$ cat config.mk
export PLATFORM = sky130hd
export DESIGN_NAME = operand2_barrel_shifter
export DESIGN_NICKNAME = d
export VERILOG_FILES = /design/src/rtl/ob2_pkg.sv /design/src/rtl/ob2_decode.sv /design/src/rtl/ob2_shift_core.sv /design/src/rtl/operand2_barrel_shifter.sv
export SDC_FILE = /design/constraint.sdc
export NUM_CORES = 1
export LEC_CHECK = 0
export ABC_AREA = 1
export BUFFER_PORTS_ARGS = -buffer_cell sky130_fd_sc_hd__buf_2
export CAP_MARGIN = 20
export CORE_ASPECT_RATIO = 0.75
export CORE_MARGIN = 1.5
export CORE_UTILIZATION = 40
export CTS_CLUSTER_SIZE = 10
export DETAILED_ROUTE_END_ITERATION = 10
export PLACE_DENSITY = 0.7
export SKIP_LAST_GASP = 1
export SYNTH_ARGS = -nofsm -noshare
export SYNTH_HDL_FRONTEND = slang
export SYNTH_SLANG_ARGS = --single-unit
$ cat constraint.sdc
create_clock -name clk -period 2.1 [get_ports clk]
set_input_delay 0.21 -clock clk [delete_from_list [all_inputs] [get_ports clk]]
set_output_delay 0.21 -clock clk [all_outputs]
set_load 0.02 [all_outputs]
$ cat src/rtl/ob2_pkg.sv
// ob2_pkg: shared types for the operand2 barrel shifter
// shift kind codes and the decoded shift control record
// no dependencies
package ob2_pkg;

	localparam int unsigned WordW = 32;
	localparam int unsigned AmtW  = 8;

	typedef enum logic [1:0] {
		SHIFT_LSL = 2'd0,
		SHIFT_LSR = 2'd1,
		SHIFT_ASR = 2'd2,
		SHIFT_ROR = 2'd3
	} shift_kind_t;

	typedef struct packed {
		logic [WordW-1:0] value;
		shift_kind_t      kind;
		logic [AmtW-1:0]  amount;
	} shift_ctl_t;

endpackage

$ cat src/rtl/ob2_decode.sv
// ob2_decode: turns the 12-bit operand field into a shift request
// immediate mode becomes a rotate right of the 8-bit constant
// depends on ob2_pkg
module ob2_decode (
	input  logic [11:0]         operand_field,
	input  logic                immediate_mode,
	input  logic [31:0]         rm_value,
	input  logic [31:0]         rs_value,
	output ob2_pkg::shift_ctl_t ctl
);
	import ob2_pkg::*;

	always_comb begin
		if (immediate_mode) begin
			ctl.value  = {24'd0, operand_field[7:0]};
			ctl.kind   = SHIFT_ROR;
			ctl.amount = {3'd0, operand_field[11:8], 1'b0};
		end else begin
			ctl.value = rm_value;
			ctl.kind  = shift_kind_t'(operand_field[6:5]);
			if (operand_field[4]) begin
				ctl.amount = rs_value[7:0];
			end else begin
				ctl.amount = {3'd0, operand_field[11:7]};
			end
		end
	end

endmodule

$ cat src/rtl/ob2_shift_core.sv
// ob2_shift_core: 32-bit barrel shifter for lsl, lsr, asr and ror
// amounts of 32 and up saturate, except ror which wraps
// depends on ob2_pkg
module ob2_shift_core (
	input  ob2_pkg::shift_ctl_t ctl,
	output logic [31:0]         result
);
	import ob2_pkg::*;

	logic        big;
	logic [4:0]  sh;
	logic [31:0] fill;
	logic [63:0] dbl;

	assign big  = |ctl.amount[7:5];
	assign sh   = ctl.amount[4:0];
	assign fill = {WordW{ctl.value[31]}};
	assign dbl  = {ctl.value, ctl.value} >> sh;

	always_comb begin
		if (ctl.amount == '0) begin
			result = ctl.value;
		end else begin
			case (ctl.kind)
				SHIFT_LSL: result = big ? '0 : (ctl.value << sh);
				SHIFT_LSR: result = big ? '0 : (ctl.value >> sh);
				SHIFT_ASR: result = big ? fill : 32'($signed(ctl.value) >>> sh);
				SHIFT_ROR: result = dbl[31:0];
				default:   result = ctl.value;
			endcase
		end
	end

endmodule

$ cat src/rtl/operand2_barrel_shifter.sv
// operand2_barrel_shifter: second-operand shifter, top level
// input register, decode and shift, result register
// depends on ob2_pkg, ob2_decode, ob2_shift_core
//
// channel   signals                                             direction
// command   start, busy, operand_field, immediate_mode,         in
//           rm_value, rs_value
// result    done, shifted_value                                 out
//
// a beat is taken every cycle; busy stays low
// an accepted beat is held in the input register, decoded and shifted, then held in the
// result register, whose output is shown with done
// reset clears the valid flags only; payload registers are not reset
// the receiver cannot stall; done lasts exactly one cycle per beat
module operand2_barrel_shifter (
	input  logic        clk,
	input  logic        arst_n,
	input  logic        start,
	output logic        busy,
	input  logic [11:0] operand_field,
	input  logic        immediate_mode,
	input  logic [31:0] rm_value,
	input  logic [31:0] rs_value,
	output logic        done,
	output logic [31:0] shifted_value
);
	import ob2_pkg::*;

	logic        valid_s1;
	logic [11:0] operand_field_s1;
	logic        immediate_mode_s1;
	logic [31:0] rm_value_s1;
	logic [31:0] rs_value_s1;
	shift_ctl_t  ctl;
	logic [31:0] result;
	logic        valid_s2;
	logic [31:0] result_s2;
	logic        accept;

	assign busy   = 1'b0;
	assign accept = start && !busy;

	always_ff @(posedge clk or negedge arst_n) begin
		if (!arst_n) begin
			valid_s1 <= 1'b0;
			valid_s2 <= 1'b0;
		end else begin
			valid_s1 <= accept;
			valid_s2 <= valid_s1;
		end
	end

	always_ff @(posedge clk) begin
		if (accept) begin
			operand_field_s1  <= operand_field;
			immediate_mode_s1 <= immediate_mode;
			rm_value_s1       <= rm_value;
			rs_value_s1       <= rs_value;
		end
		if (valid_s1) begin
			result_s2 <= result;
		end
	end

	ob2_decode u_decode (
		.operand_field  (operand_field_s1),
		.immediate_mode (immediate_mode_s1),
		.rm_value       (rm_value_s1),
		.rs_value       (rs_value_s1),
		.ctl            (ctl)
	);

	ob2_shift_core u_shift (
		.ctl    (ctl),
		.result (result)
	);

	assign done          = valid_s2;
	assign shifted_value = result_s2;

	a_latency: assert property (@(posedge clk) disable iff (!arst_n)
		accept |=> ##1 done)
		else $error("accepted beat did not produce a result after two cycles");

	a_no_spurious: assert property (@(posedge clk) disable iff (!arst_n)
		done |-> $past(valid_s1))
		else $error("result strobe without a beat in flight");

	a_plain_imm: assert property (@(posedge clk) disable iff (!arst_n)
		accept && immediate_mode && (operand_field[11:8] == 4'd0) |=> ##1
		(shifted_value == {24'd0, $past(operand_field[7:0], 2)}))
		else $error("unrotated immediate not passed through");

endmodule
==> reports/qor.csv <==
stage,metric,value,unit
sta,slew_violations,0,
sta,hold_viol,0,
sta,rsz0062_at_grt,yes,
critical_path,crit_path_max_fanout,23,
sta,setup_viol,32,
critical_path,path_class,flop to flop,
floorplan,core_area,18720,um^2
critical_path,timing.rr.end,shifted_value[20]$_DFFE_PP_,
clock_tree,cts_max_path_buffers,2,
synth,yosysUniqueCellTypes,31,
clock_tree,htreeDepth,3,
floorplan,die_w,163.5,um
critical_path,path_cells,inv_4 -> nand2_4 -> clkbuf_16 -> buf_4 -> o21ai_4 -> buf_4 -> buf_12 -> nand3_1 -> nand3_1 -> nand4_1,
route,post-route-drc-count,0,
route,final_antenna_net_count,0,
route,dr.first_iter.drc_count,1821,
synth,synth.avg_cell_area,6.379,um^2
route,wl_per_cell,22.29,um
sta,layout_setup_ws,-290.2,ps
cells_and_area,final_nets,1568,
clock_tree,path_clk_slew,80,ps
cells_and_area,stdcell_area,12500,um^2
place,routabilityCongestion,1.057,
place,dpl.cell_count,1678,
place,postPlaceCellArea,9842,um^2
synth,synth_area,7725,um^2
clock_tree,clkLatencyLatePin,370,ps
synth,synth_nets,1291,
grt,grt_max_degree,41,
sta,skew,14.02,ps
synth,synth_ff_type,edfxtp_1,
critical_path,reg2reg_slack,-290,ps
power,powerDensity,743.5,nW/um^2
clock_tree,cts_tree,done,
critical_path,start_kind,flop,
min_path,whs_endpoint,operand_field_s1[3]$_DFFE_PP_,
synth,synth_edf_count,85,
route,vias_per_cell,6.066,
run_status,status,"complete, but fails checks",
min_path,hp-start,operand_field[3],
sta,fin_crit_sh,1.138,
power,vdd_ir_drop_max,0.0003823,V
run,maxCapViolations,0,
clock_tree,root_buffer,clkbuf_16,
route,drtPass1Iterations,6,
synth,synth_seq_area_share,0.3369,
synth,synth_warnings,0,
grt,grt_pass1_vias,9128,
grt,grt_usage,0.3597,
power,leakage,5.807,nW
place,io_buffers,88,
min_path,min_path_cells,1,
place,hpwl,27470,um
grt,antenna_found_initial,1,
cells_and_area,synthToLayoutAreaGrowth,61.81,%
min_path,hp-class,input pin to flop,
route,routed_wl,38790,um
synth,synth_cells,1211,
critical_path,cp_slowest_cell,edfxtp_1,
clock_tree,cts_buffers,9,
floorplan,die_area,20160,um^2
clock_tree,cts.sinks,87,
critical_path,reg2regPathDepth,10,
grt,grt_pass1_wl,53460,um
grt,overflow,0,
cells_and_area,insertedDiodeCount,0,
critical_path,max_stage_delay,430,ps
critical_path,r2r-start,immediate_mode_s1$_DFFE_PP_,
sta,finalCriticalPeriod,2390,ps
sta,max_freq,418.4,MHz
route,num_vias,10550,
synth,async_flop_share,0.02299,
critical_path,cp.required,2190,ps
floorplan,row_count,43,
cells_and_area,final_layout_size_suffix_gt1_frac,0.4769,
floorplan,io_pins,114,
synth,synth_seq_cells,87,
cells_and_area,fin_cells,1740,
run_status,violations,setup timing,
floorplan,die_h,123.4,um
critical_path,crit_arrival,2480,ps
critical_path,crit_path_end_kind,flop,
floorplan,start_util,0.4126,
==> Yosys cell counts, types with 2 or more instances <==
cell | instances | area share
a21oi_1 | 23 | 0.015
buf_1 | 10 | 0.0049
buf_2 | 36 | 0.023
buf_4 | 11 | 0.011
buf_6 | 2 | 0.0029
clkbuf_1 | 19 | 0.0092
dfrtp_1 | 2 | 0.0065
edfxtp_1 | 85 | 0.33
inv_1 | 45 | 0.022
inv_2 | 9 | 0.0044
nand2_1 | 443 | 0.22
nand3_1 | 377 | 0.24
nand3_2 | 2 | 0.0026
nand3b_1 | 3 | 0.0029
nand4_1 | 16 | 0.013
nor2_1 | 28 | 0.014
nor2_2 | 4 | 0.0032
nor3_1 | 2 | 0.0013
o211ai_1 | 25 | 0.024
o21a_1 | 2 | 0.0019
o21ai_0 | 29 | 0.019
o21ai_1 | 24 | 0.016
o21ai_2 | 4 | 0.0045
or2_0 | 2 | 0.0016
or2_1 | 2 | 0.0016
==> worst max-delay path: cells and delay by family (launching register included) <==
family	cells	cell delay, ps
buffers and inverters	5	830
AND/OR/NAND/NOR	4	490
flip-flops	1	430
AO/OA/AOI/OAI	1	350
==> layout by cell type (no fill, tap or decap), drive strengths merged, types with 2 or more instances in the layout <==
| cell | instances |
|---|---|
| nor3 | 2 |
| bufbuf | 2 |
| nand4 | 16 |
| clkbuf | 18 |
| o21a | 2 |
| nand3 | 380 |
| a21oi | 23 |
| nand2 | 443 |
| nand3b | 3 |
| nor2 | 33 |
| clkinv | 3 |
| dfrtp | 2 |
| buf | 332 |
| edfxtp | 85 |
| inv | 58 |
| o211ai | 25 |
| o21ai | 57 |
| or2 | 5 |
==> flip-flops by register name, summed over array words and instances, names as in the netlist <==
name	cells
operand_field_s1	12
shifted_value	32
valid_s1	1
immediate_mode_s1	1
rs_value_s1	8
done	1
rm_value_s1	32
==> routing by layer <==
metal / GRT usage / routed length, um
met5: 0 / 13
met4: 0.1477 / 1578
met3: 0.07481 / 4591
met1: 0.5060 / 16040
met2: 0.5363 / 16570
==> final cells by class <==
class | instances | area, um^2
multi-input combinational | 991 | 6153
sequential | 87 | 2603
timing repair buffer | 344 | 2919
inverter | 55 | 215.2
tap | 247 | 309.0
fill | 1583 | 6223
clock inverter | 7 | 75.07
clock buffer | 9 | 225.2
==> stage by stage <==
step | hold WS, ps | worst slack (ps) | setup TNS, ps | util | power, mW
after floorplan | -85.59 | 2.533 | 0 | - | 4.562
after global placement | -4.443 | -472.1 | -10470 | 0.5257 | 6.270
after detailed placement | -3.785 | -448.8 | -9769 | 0.5257 | 6.248
after CTS | 9.623 | -254.8 | -6194 | 0.5749 | 8.254
after global routing | 3.615 | -402.5 | -10920 | 0.6676 | 9.676
final | 10.30 | -290.2 | -7119 | 0.6676 | 9.293
==> where the power goes <==
group	switching (mW)	leakage, nW	total (mW)	internal (mW)
clock network	0.845	0.145	1.69	0.846
logic	3.30	4.81	5.35	2.05
registers	0.0769	0.853	2.25	2.18
==> worst max path at each step <==
stage | depth (start not counted) | slack [ps] | endpoint | from
after detailed placement | 12 | -450 | shifted_value[30]$_DFFE_PP_ | immediate_mode_s1$_DFFE_PP_
after CTS | 13 | -250 | shifted_value[20]$_DFFE_PP_ | immediate_mode_s1$_DFFE_PP_
final | 10 | -290 | shifted_value[20]$_DFFE_PP_ | immediate_mode_s1$_DFFE_PP_
after global placement | 12 | -470 | shifted_value[30]$_DFFE_PP_ | immediate_mode_s1$_DFFE_PP_
after floorplan | 9 | 3 | shifted_value[19]$_DFFE_PP_ | immediate_mode_s1$_DFFE_PP_
after global routing | 16 | -400 | shifted_value[15]$_DFFE_PP_ | operand_field_s1[4]$_DFFE_PP_
==> repair_timing <==
action,in CTS,in global routing
endpoints found under the setup margin,32,32
hold buffers,1,0
gates cloned,5,11
pin swaps,14,75
setup buffers,11,23
gates resized for setup,87,347
endpoints found under the hold margin,2,0
==> cell families after synthesis <==
group,share of synthesized area
DFF,0.3369
AOI/OAI and AO/OA,0.08098
and+or+nand+nor,0.5039
other,0.0004854
buffers and inverters,0.07774
Note: power is estimated with default switching activity, not from simulation.
